[config.mk]
export PLATFORM = sky130hd
export DESIGN_NAME = i2c_seven_segment_display_driver_top
export DESIGN_NICKNAME = d
export VERILOG_FILES = /design/src/design/ssd_pkg.sv /design/src/design/i2c_seven_segment_display_driver_top.sv /design/src/design/ssd_cmd.sv /design/src/design/ssd_scan.sv
export SDC_FILE = /design/constraint.sdc
export NUM_CORES = 1
export LEC_CHECK = 0
export ABC_AREA = 1
export BUFFER_PORTS_ARGS = -buffer_cell sky130_fd_sc_hd__buf_4
export CORE_MARGIN = 1.5
export CORE_UTILIZATION = 60
export CTS_CLUSTER_DIAMETER = 200
export DETAILED_ROUTE_END_ITERATION = 6
export MAX_ROUTING_LAYER = met4
export PLACE_DENSITY = 0.79
export SETUP_SLACK_MARGIN = 0.3
export SYNTH_ARGS = -nofsm -noshare
export SYNTH_HDL_FRONTEND = slang
export SYNTH_SLANG_ARGS = --single-unit
[constraint.sdc]
create_clock -name aclk -period 2.35 [get_ports aclk]
set_input_delay 0.1175 -clock aclk [delete_from_list [all_inputs] [get_ports aclk]]
set_output_delay 0.1175 -clock aclk [all_outputs]
set_load 0.1 [all_outputs]
[src/design/ssd_pkg.sv]
`timescale 1ns / 1ps
// ----------------------------------------------------------------------------
// ssd_pkg
// Shared types, codes and tables of the seven-segment display driver.
// ----------------------------------------------------------------------------
package ssd_pkg;

    localparam int DIGIT_COUNT = 8;
    localparam int ADDR_W      = 7;
    localparam int IDX_W       = 4;
    localparam logic [ADDR_W-1:0] SLAVE_ADDR_RESET = 7'h09;

    localparam logic [1:0] OP_ADDR = 2'd0;
    localparam logic [1:0] OP_DATA = 2'd1;
    localparam logic [1:0] OP_TICK = 2'd2;

    localparam logic [3:0] CMD_INDEX   = 4'h0;
    localparam logic [3:0] CMD_DIMMER  = 4'h1;
    localparam logic [3:0] CMD_REFRESH = 4'h2;

    typedef enum logic [2:0] {
        MODE_IDLE  = 3'b001,
        MODE_WRITE = 3'b010,
        MODE_READ  = 3'b100
    } mode_t;

    typedef struct packed {
        logic             we;
        logic [IDX_W-1:0] addr;
        logic [7:0]       data;
    } wr_t;

    typedef struct packed {
        logic       refresh_en;
        logic [7:0] dimmer_mask;
    } ctrl_t;

    function automatic logic [7:0] dimmer_level(input logic [3:0] lvl);
        logic [7:0] m;
        case (lvl)
            4'd0:    m = 8'h00;
            4'd1:    m = 8'h08;
            4'd2:    m = 8'h18;
            4'd3:    m = 8'h38;
            4'd4:    m = 8'h78;
            4'd5:    m = 8'hf8;
            default: m = 8'h00;
        endcase
        return m;
    endfunction

    function automatic logic [7:0] digit_pattern(input int i);
        logic [7:0] p;
        case (i)
            0:       p = 8'h3f;
            1:       p = 8'h06;
            2:       p = 8'h5b;
            3:       p = 8'h4f;
            4:       p = 8'h66;
            5:       p = 8'h6d;
            6:       p = 8'h7d;
            7:       p = 8'h87;
            default: p = 8'h00;
        endcase
        return p;
    endfunction

endpackage

[src/design/i2c_seven_segment_display_driver_top.sv]
`timescale 1ns / 1ps
// ----------------------------------------------------------------------------
// i2c_seven_segment_display_driver_top
// Eight-digit multiplexed seven-segment driver behind a byte-level bus slave.
// ----------------------------------------------------------------------------
// Each input beat is an address byte, a data byte or a refresh tick, and
// produces exactly one result beat carrying the acknowledge, the dummy read
// byte and the column and segment drive after that beat. One beat is taken
// every cycle while m_tready stays high. An accepted beat is captured in the input
// register, and when it advances the result register takes the outcome of the
// single pass of decode and scan logic, from which the result beat is presented.
// The slave address is written through cfg_we and cfg_wdata; the user must do so
// only while no beats are in flight, as the block itself does not enforce it.
module i2c_seven_segment_display_driver_top #(
    parameter int DIGIT_COUNT = ssd_pkg::DIGIT_COUNT
) (
    input  logic                        aclk,
    input  logic                        aresetn,
    input  logic                        cfg_we,
    input  logic [ssd_pkg::ADDR_W-1:0]  cfg_wdata,
    input  logic                        s_tvalid,
    output logic                        s_tready,
    // byte_value[7:0]
    input  logic [7:0]                  s_tdata,
    // operation[1:0]
    input  logic [1:0]                  s_tuser,
    output logic                        m_tvalid,
    input  logic                        m_tready,
    // ack, read_data, column_drive, segment_drive, refresh_on, zero fill
    output logic [((18+DIGIT_COUNT+7)/8)*8-1:0] m_tdata
);

    localparam int COL_L = 9;
    localparam int SEG_L = COL_L + DIGIT_COUNT;
    localparam int REF_B = SEG_L + 8;

    logic [ssd_pkg::ADDR_W-1:0] addr_reg;
    logic                       in_valid_reg;
    logic [1:0]                 in_op_reg;
    logic [7:0]                 in_byte_reg;
    logic                       out_valid_reg;
    logic                       res_ack_reg;
    logic [DIGIT_COUNT-1:0]     res_col_reg;
    logic [7:0]                 res_seg_reg;
    logic                       res_ref_reg;
    logic                       advance;

    logic                   ack;
    logic                   refresh_next;
    ssd_pkg::ctrl_t         ctrl;
    ssd_pkg::wr_t           wr;
    logic [DIGIT_COUNT-1:0] column_out;
    logic [7:0]             segment_out;
    logic [DIGIT_COUNT-1:0] column_next;
    logic [7:0]             segment_next;

    assign advance  = in_valid_reg && (!out_valid_reg || m_tready);
    assign s_tready = !in_valid_reg || advance;

    always_ff @(posedge aclk) begin
        if (!aresetn) begin
            addr_reg <= ssd_pkg::SLAVE_ADDR_RESET;
        end else if (cfg_we) begin
            addr_reg <= cfg_wdata;
        end
    end

    always_ff @(posedge aclk) begin
        if (!aresetn) begin
            in_valid_reg <= 1'b0;
        end else if (s_tready) begin
            in_valid_reg <= s_tvalid;
        end
    end

    always_ff @(posedge aclk) begin
        if (s_tready && s_tvalid) begin
            in_op_reg   <= s_tuser;
            in_byte_reg <= s_tdata;
        end
    end

    ssd_cmd u_cmd (
        .aclk          (aclk),
        .aresetn       (aresetn),
        .fire          (advance),
        .op            (in_op_reg),
        .byte_in       (in_byte_reg),
        .slave_address (addr_reg),
        .ack           (ack),
        .ctrl          (ctrl),
        .refresh_next  (refresh_next),
        .wr            (wr)
    );

    ssd_scan #(
        .DIGIT_COUNT (DIGIT_COUNT)
    ) u_scan (
        .aclk         (aclk),
        .aresetn      (aresetn),
        .fire         (advance),
        .tick         (in_op_reg == ssd_pkg::OP_TICK),
        .ctrl         (ctrl),
        .wr           (wr),
        .column_out   (column_out),
        .segment_out  (segment_out),
        .column_next  (column_next),
        .segment_next (segment_next)
    );

    always_ff @(posedge aclk) begin
        if (!aresetn) begin
            out_valid_reg <= 1'b0;
        end else if (advance) begin
            out_valid_reg <= 1'b1;
        end else if (m_tready) begin
            out_valid_reg <= 1'b0;
        end
    end

    always_ff @(posedge aclk) begin
        if (advance) begin
            res_ack_reg <= ack;
            res_col_reg <= column_next;
            res_seg_reg <= segment_next;
            res_ref_reg <= refresh_next;
        end
    end

    always_comb begin
        m_tdata                    = '0;
        m_tdata[0]                 = res_ack_reg;
        m_tdata[COL_L +: DIGIT_COUNT] = res_col_reg;
        m_tdata[SEG_L +: 8]        = res_seg_reg;
        m_tdata[REF_B]             = res_ref_reg;
    end

    assign m_tvalid = out_valid_reg;

    a_tick_no_ack: assert property (@(posedge aclk) disable iff (!aresetn)
        advance && in_op_reg == ssd_pkg::OP_TICK |=> !res_ack_reg)
        else $error("refresh tick produced an acknowledge");

    a_result_matches_scan: assert property (@(posedge aclk) disable iff (!aresetn)
        advance |=> res_col_reg == column_out && res_seg_reg == segment_out)
        else $error("result drive differs from scan state");

    a_column_onehot: assert property (@(posedge aclk) disable iff (!aresetn)
        out_valid_reg |-> $onehot0(res_col_reg))
        else $error("column drive selects more than one digit");

    a_hold_when_off: assert property (@(posedge aclk) disable iff (!aresetn)
        advance && !ctrl.refresh_en |=> $stable(column_out) && $stable(segment_out))
        else $error("drive changed while scanning is off");

endmodule

[src/design/ssd_cmd.sv]
`timescale 1ns / 1ps
// ----------------------------------------------------------------------------
// ssd_cmd
// Byte-level bus slave: address match, command decode and display writes.
// ----------------------------------------------------------------------------
module ssd_cmd (
    input  logic                         aclk,
    input  logic                         aresetn,
    input  logic                         fire,
    input  logic [1:0]                   op,
    input  logic [7:0]                   byte_in,
    input  logic [ssd_pkg::ADDR_W-1:0]   slave_address,
    output logic                         ack,
    output ssd_pkg::ctrl_t               ctrl,
    output logic                         refresh_next,
    output ssd_pkg::wr_t                 wr
);

    ssd_pkg::mode_t             mode_reg, mode_next;
    logic                       first_reg, first_next;
    logic [ssd_pkg::IDX_W-1:0]  idx_reg, idx_next;
    logic [7:0]                 dim_reg, dim_next;
    logic                       ref_reg, ref_next;

    logic [3:0] cmd;
    logic [3:0] prm;

    assign cmd = byte_in[7:4];
    assign prm = byte_in[3:0];

    always_comb begin
        mode_next  = mode_reg;
        first_next = first_reg;
        idx_next   = idx_reg;
        dim_next   = dim_reg;
        ref_next   = ref_reg;
        ack        = 1'b0;
        wr.we      = 1'b0;
        wr.addr    = idx_reg;
        wr.data    = byte_in;
        case (op)
            ssd_pkg::OP_ADDR: begin
                first_next = 1'b1;
                if (byte_in == 8'h00 || byte_in[7:1] == slave_address) begin
                    ack       = 1'b1;
                    mode_next = byte_in[0] ? ssd_pkg::MODE_READ : ssd_pkg::MODE_WRITE;
                end else begin
                    mode_next = ssd_pkg::MODE_IDLE;
                end
            end
            ssd_pkg::OP_DATA: begin
                if (mode_reg == ssd_pkg::MODE_WRITE) begin
                    ack = 1'b1;
                    if (first_reg) begin
                        first_next = 1'b0;
                        case (cmd)
                            ssd_pkg::CMD_INDEX: begin
                                idx_next = prm;
                            end
                            ssd_pkg::CMD_DIMMER: begin
                                if (prm inside {[4'd0:4'd5]}) begin
                                    dim_next = ssd_pkg::dimmer_level(prm);
                                end
                            end
                            ssd_pkg::CMD_REFRESH: begin
                                ref_next = (prm == 4'd0);
                            end
                            default: begin
                            end
                        endcase
                    end else begin
                        wr.we    = 1'b1;
                        idx_next = {1'b0, idx_reg[ssd_pkg::IDX_W-2:0] + 1'b1};
                    end
                end
            end
            default: begin
            end
        endcase
    end

    always_ff @(posedge aclk) begin
        if (!aresetn) begin
            mode_reg  <= ssd_pkg::MODE_IDLE;
            first_reg <= 1'b0;
            idx_reg   <= '0;
            dim_reg   <= 8'h00;
            ref_reg   <= 1'b1;
        end else if (fire) begin
            mode_reg  <= mode_next;
            first_reg <= first_next;
            idx_reg   <= idx_next;
            dim_reg   <= dim_next;
            ref_reg   <= ref_next;
        end
    end

    assign ctrl.refresh_en  = ref_reg;
    assign ctrl.dimmer_mask = dim_reg;
    assign refresh_next     = ref_next;

endmodule

[src/design/ssd_scan.sv]
`timescale 1ns / 1ps
// ----------------------------------------------------------------------------
// ssd_scan
// Display memory and digit scanning with dimming and back-half overlay.
// ----------------------------------------------------------------------------
module ssd_scan #(
    parameter int DIGIT_COUNT = ssd_pkg::DIGIT_COUNT
) (
    input  logic                   aclk,
    input  logic                   aresetn,
    input  logic                   fire,
    input  logic                   tick,
    input  ssd_pkg::ctrl_t         ctrl,
    input  ssd_pkg::wr_t           wr,
    output logic [DIGIT_COUNT-1:0] column_out,
    output logic [7:0]             segment_out,
    output logic [DIGIT_COUNT-1:0] column_next,
    output logic [7:0]             segment_next
);

    localparam int COL_W = $clog2(DIGIT_COUNT);

    logic [7:0]             front_reg [DIGIT_COUNT];
    logic [7:0]             back_reg  [DIGIT_COUNT];
    logic [7:0]             frame_reg, frame_next;
    logic [2:0]             blink_reg, blink_next;
    logic [DIGIT_COUNT-1:0] col_reg;
    logic [7:0]             seg_reg;
    logic [COL_W-1:0]       col;
    logic                   step;

    assign col  = frame_reg[COL_W-1:0];
    assign step = tick && ctrl.refresh_en;

    always_comb begin
        column_next  = col_reg;
        segment_next = seg_reg;
        frame_next   = frame_reg;
        blink_next   = blink_reg;
        if (step) begin
            column_next = '0;
            column_next[col] = 1'b1;
            if ((frame_reg & ctrl.dimmer_mask) != 8'h00) begin
                segment_next = 8'h00;
            end else if (blink_reg == 3'd0) begin
                segment_next = front_reg[col] | back_reg[col];
            end else begin
                segment_next = front_reg[col];
            end
            frame_next = frame_reg + 8'd1;
            if (frame_next[COL_W-1:0] == '0) begin
                blink_next = blink_reg + 3'd1;
            end
        end
    end

    always_ff @(posedge aclk) begin
        if (!aresetn) begin
            for (int i = 0; i < DIGIT_COUNT; i++) begin
                front_reg[i] <= ssd_pkg::digit_pattern(i);
                back_reg[i]  <= 8'h00;
            end
            frame_reg <= 8'h00;
            blink_reg <= 3'd0;
            col_reg   <= '0;
            seg_reg   <= 8'h00;
        end else if (fire) begin
            if (wr.we) begin
                if (wr.addr[COL_W]) begin
                    back_reg[wr.addr[COL_W-1:0]] <= wr.data;
                end else begin
                    front_reg[wr.addr[COL_W-1:0]] <= wr.data;
                end
            end
            frame_reg <= frame_next;
            blink_reg <= blink_next;
            col_reg   <= column_next;
            seg_reg   <= segment_next;
        end
    end

    assign column_out  = col_reg;
    assign segment_out = seg_reg;

endmodule
* Yosys cells after proc, flatten, opt, wreduce, memory -nomap -nowiden
Memory sizes are Yosys's and may differ from the RTL's. A register that Yosys moved wholly into a read port is not among the register bits. Cells that the tools add are included.
Word-level totals: register bits after elaboration 81, bits in writable memories 128, bits of input ports 22, output and inout port bits 34, memories 2
Operators by class: $add $sub $neg 3, order comparisons 4, eq/ne operators 13, multiplexer cells 54, bitwise logic cells 2, reduce and logical (&&, ||, !) cells 27
Memory list:
- u_scan.back_reg | depth 8, width 8, read ports 1, clocked after memory_dff 1, wr ports 8, RTL line ssd_scan.sv:24 | logic [7:0] back_reg [DIGIT_COUNT];
- u_scan.front_reg | depth 8, width 8, read ports 1, clocked after memory_dff 1, wr ports 8, RTL line ssd_scan.sv:23 | logic [7:0] front_reg [DIGIT_COUNT];
Operators by type and width (count):
- 2-to-1 mux 8 bit | 14
- case mux 8 bit (5 select lines) | 1
- 2-to-1 mux 1 bit | 26
- 2-to-1 mux 3 bit | 8
- OR reduction 8 bit | 2
- == test 4 x 2 -> 1 bit (second input constant) | 3
- adder 8 x 1 -> 8 bit (second input constant) | 1
- AND 8 bit | 1
- == test 4 x 1 -> 1 bit (second input constant) | 2
- == test 4 x 3 -> 1 bit (second input constant) | 2
- logical NOT 4 bit | 2
- logical NOT 8 bit | 1
- 2-to-1 mux 4 bit | 2
- OR 8 bit | 1
- nonzero test 8 bit | 1
- == test 7 bit | 1
- adder 3 x 1 -> 3 bit (second input constant) | 2
- logical NOT 3 bit | 2
- AND reduction 3 bit | 2
- AND reduction 6 bit | 1
- logical AND 1 bit | 5
- >= comparator 4 x 1 -> 1 bit (second input constant) | 1
- <= comparator 4 x 3 -> 1 bit (second input constant) | 1
- less-than comparator 3 x 4 -> 1 bit (second input constant) | 1
- other kinds (14) | 20

* Logic depth before layout (Yosys ltp)
word-level depth 9, gate-level depth with buffers 12

* Hierarchy
Synthesis repeated with hierarchy kept, for this count alone.
Second synthesis, totals: cell total of the unflattened synthesis 1117, area, all modules 9828.2 sq um
Modules (own cells, without submodules):
- ssd_scan | instances 1, cells each 864, area each 7488.4 sq um, sequential area each 4444.3 sq um
- i2c_seven_segment_display_driver_top | instances 1, cells each 89, area each 1290.0 sq um, sequential area each 1021.0 sq um
- ssd_cmd | instances 1, cells each 164, area each 1049.8 sq um, sequential area each 280.3 sq um

* Least setup slack after synthesis
OpenSTA, ideal clock, no wires.
kind flip-flop to flip-flop, from register out_valid_reg (netlist: m_tvalid), to register in_byte_reg[0] (enable), data arrival time 2.504 ns, data required time 2.061 ns, setup slack -0.442 ns, stages on the path, launching flop included 4, path buffers 0, clock period less this slack 2.792 ns, cells stage by stage dfxtp_1 > nand3_1 > nand2_1 > inv_1
Between the ends: word-level cells in the longest chain between the ends 5
Ends and longest elaborated chain:
- start: declaration | RTL line i2c_seven_segment_display_driver_top.sv:41 | logic out_valid_reg;
- start signal: assignment | RTL line i2c_seven_segment_display_driver_top.sv:113 | out_valid_reg <= 1'b0;
- start signal: assignment | RTL line i2c_seven_segment_display_driver_top.sv:115 | out_valid_reg <= 1'b1;
- start signal: assignment | RTL line i2c_seven_segment_display_driver_top.sv:117 | out_valid_reg <= 1'b0;
- logical NOT 1 bit | RTL line i2c_seven_segment_display_driver_top.sv:57 | assign advance = in_valid_reg && (!out_valid_reg || m_tready);
- logical OR 1 bit | RTL line i2c_seven_segment_display_driver_top.sv:57
- logical AND 1 bit | RTL line i2c_seven_segment_display_driver_top.sv:57
- logical OR 1 bit | RTL line i2c_seven_segment_display_driver_top.sv:58 | assign s_tready = !in_valid_reg || advance;
- net s_tready | RTL line i2c_seven_segment_display_driver_top.sv:22 | output logic s_tready,
- logical AND 1 bit | RTL line i2c_seven_segment_display_driver_top.sv:77 | if (s_tready && s_tvalid) begin
- end signal: assignment | RTL line i2c_seven_segment_display_driver_top.sv:79 | in_byte_reg <= s_tdata;
- end: declaration | RTL line i2c_seven_segment_display_driver_top.sv:40 | logic [7:0] in_byte_reg;
The timed path passes the listed nets, and every way through them passes these cells. A chain may end at the register's enable or synchronous reset.

==> flow_metrics.env <==
export IMPL_nFillCells=1079
export IMPL_syn_area_per_cell_sq_um=8.93
export IMPL_synthDominantCellAreaShare=0.494
export IMPL_io_pins=56
export IMPL_fin_nets=1167
export IMPL_antenna_cells=0
export IMPL_clkTransAtPathRegs_ns=0.06
export IMPL_status="complete, no violations"
export IMPL_finalPower_mw=8.26
export IMPL_critPathLaunchType="flop"
export IMPL_syn_to_final_growth_pct=17.7
export IMPL_port_buffers=41
export IMPL_grt_use_total=0.299
export IMPL_finalHoldViolations=0
export IMPL_rsz0062_at_grt="false"
export IMPL_synthTopCellsByArea="edfxtp_1, nand2_1, dfxtp_1"
export IMPL_min_path_type="in -> reg"
export IMPL_via_count=7677
export IMPL_cts_sinks=209
export IMPL_cts_root_buf="clkbuf_16"
export IMPL_cts_buffer_depth=3
export IMPL_fin_crit_sh=0.846
export IMPL_place_area_sq_um=10100
export IMPL_drc_errors=0
export IMPL_syn_cell_area_sq_um=9480
export IMPL_start_util=0.619
export IMPL_dr_pass1_iters=5
export IMPL_grt_max_degree=52
export IMPL_arrival_ns=2.15
export IMPL_critical_path_required_ns=2.52
export IMPL_total_leakage_power_nw=4.64
export IMPL_fin_worst_skew_ns=0.0135
export IMPL_die_y_microns=129
export IMPL_fmax_mhz=503
export IMPL_core_sq_um=15300
export IMPL_vdd_ir_drop_max_uv=891
export IMPL_crit_path_end_kind="flop"
export IMPL_place_congestion=0.985
export IMPL_fin_area_sq_um=11200
export IMPL_power_density_nw_per_um2=740
export IMPL_synthCells=1062
export IMPL_critPathMaxFanout=8
export IMPL_postRouteWirelength_microns=23600
export IMPL_cts_inserted_buffers=21
export IMPL_synth_cell_types=36
export IMPL_crit_type="reg -> reg"
export IMPL_htree_levels=1
export IMPL_layoutNonFillerInstCount=1366
export IMPL_drv_slew=0
export IMPL_tightest_slew_ns=0.767
export IMPL_yosys_area_top_type="edfxtp_1"
export IMPL_drive_above_1_share=0.129
export IMPL_grt_overflow=0
export IMPL_insertion_delay_ns=0.50
export IMPL_grt_pass1_wl_microns=36900
export IMPL_die_w_microns=129
export IMPL_pre_cts_ws_ns=-0.0624
export IMPL_max_cap_viol_count=0
export IMPL_finalCriticalPeriod_ns=1.99
export IMPL_tns_ns=0
export IMPL_antenna_found_initial=0
export IMPL_drt_iter0_drc=942
export IMPL_finalSetupViolCount=0
export IMPL_wl_per_cell_microns=17.3
export IMPL_setup_slack_ns=0.361
export IMPL_grt_pass1_vias=7033
export IMPL_ys_seq_area_frac=0.606
export IMPL_viasPerCell=5.62
export IMPL_slew_headroom=0.488
export IMPL_tritoncts="built"
export IMPL_yosys_register_bits=209
export IMPL_num_rows=45
export IMPL_die_area_sq_um=16600
export IMPL_ant_nets=0
export IMPL_dp_cells=1297
export IMPL_dp_hpwl_microns=15000
export IMPL_yosysWarnings=0
-- stage by stage --
| step | utilization | hold slack (ns) |
|---|---|---|
| 6_report | 0.729 | 0.0663 |
| 4_1_cts | 0.722 | 0.0205 |
| 5_1_grt | 0.729 | 0.0749 |
| 3_5_place_dp | 0.657 | 0.297 |
| 3_3_place_gp | 0.657 | 0.296 |
| 2_1_floorplan | - | 0.216 |
-- area by class of cell --
cell class	count	area, sq um	share of cell area
sequential	209	5750	0.515
inverter	103	399	0.0358
multi-input combinational	704	3200	0.286
timing repair buffer	101	855	0.0766
tap	211	264	0.0236
clock buffer	31	636	0.0569
clock inverter	7	62.6	0.00560
-- critical path: stages, from the launching register on --
cell and delay (ns):
edfxtp_1 0.44, inv_1 0.13, nand2_1 0.11, nor2_2 0.17, nand2_2 0.11, nor3_4 0.13, buf_6 0.16, nand2_1 0.12
nand2_1 0.30
-- per-layer routing --
metal  GRT usage  up-vias  routed length (microns)
li1            -     3591                        -
met1       0.390     3629                     9370
met2       0.480      372                    11600
met3      0.0374       85                     1720
met4       0.122        0                      920
met5           -        -                        0
-- path summary, 6_finish.rpt --
| path | depth (start not counted) | from | slack [ns] | endpoint |
|---|---|---|---|---|
| worst min register to register | 2 | u_scan.column_out[0]$_SDFFE_PN0N_ | 0.45 | u_scan.column_out[0]$_SDFFE_PN0N_ |
| worst max register to register | 8 | in_op_reg[1]$_DFFE_PP_ | 0.36 | u_scan.front_reg[2][0]$_SDFFCE_PN1P_ |
| worst max-delay path | 8 | in_op_reg[1]$_DFFE_PP_ | 0.36 | u_scan.front_reg[2][0]$_SDFFCE_PN1P_ |
| worst min-delay path | 5 | aresetn | 0.07 | u_scan.segment_out[3]$_SDFFE_PN0N_ |
-- cells by family after synthesis --
kind of cell / Yosys count / synth area share
AO/OA/AOI/OAI: 105 / 0.0590
XOR/XNOR: 8 / 0.00739
adder cells (fa/ha/maj): 5 / 0.00660
flip-flops: 209 / 0.606
AND/OR/NAND/NOR: 572 / 0.249
other: 1 / 0.000396
buffers and inverters: 162 / 0.0721
-- layout by cell type (no fill, tap or decap), types with 6 or more instances in the layout --
master / count
nand2_1: 291
edfxtp_1: 156
nor2_1: 148
inv_1: 91
nand3_1: 73
buf_4: 71
o21ai_0: 58
dfxtp_1: 51
a21oi_1: 34
dlygate4sd3_1: 27
clkbuf_16: 23
nor3_1: 18
nand2_2: 16
conb_1: 14
nand2_4: 8
clkinv_1: 6
-- synthesized netlist by cell type, drive strengths merged --
cell type  number
o211ai          4
nor3b           1
or2             1
a21oi          34
nor3           20
clkinv          8
and2            1
a211oi          5
and3            1
dfxtp          53
nand4           4
ha              5
xor2            3
nor2          152
o21ai          58
nand3b          1
clkbuf         31
conb            1
o31ai           1
inv            95
edfxtp        156
nand2         315
o21bai          1
nand3          75
a22o            1
a21o            1
buf            28
nand2b          1
xnor2           5
-- timing repair --
action / CTS / global route
pin swaps: 0 / 0
hold endpoints to repair: 19 / 0
endpoints found under the setup margin: 70 / 154
hold buffers: 27 / 0
buffers inserted: 0 / 4
resized for setup: 8 / 21
-- power by group --
part / switching [mW] / leakage, nW / internal [mW]
combinational: 0.572 / 2.41 / 0.191
clock: 1.39 / 0.347 / 1.99
sequential: 0.0532 / 1.89 / 4.06
total: 2.01 / 4.64 / 6.24
Note: power is estimated with default switching activity, not from simulation.
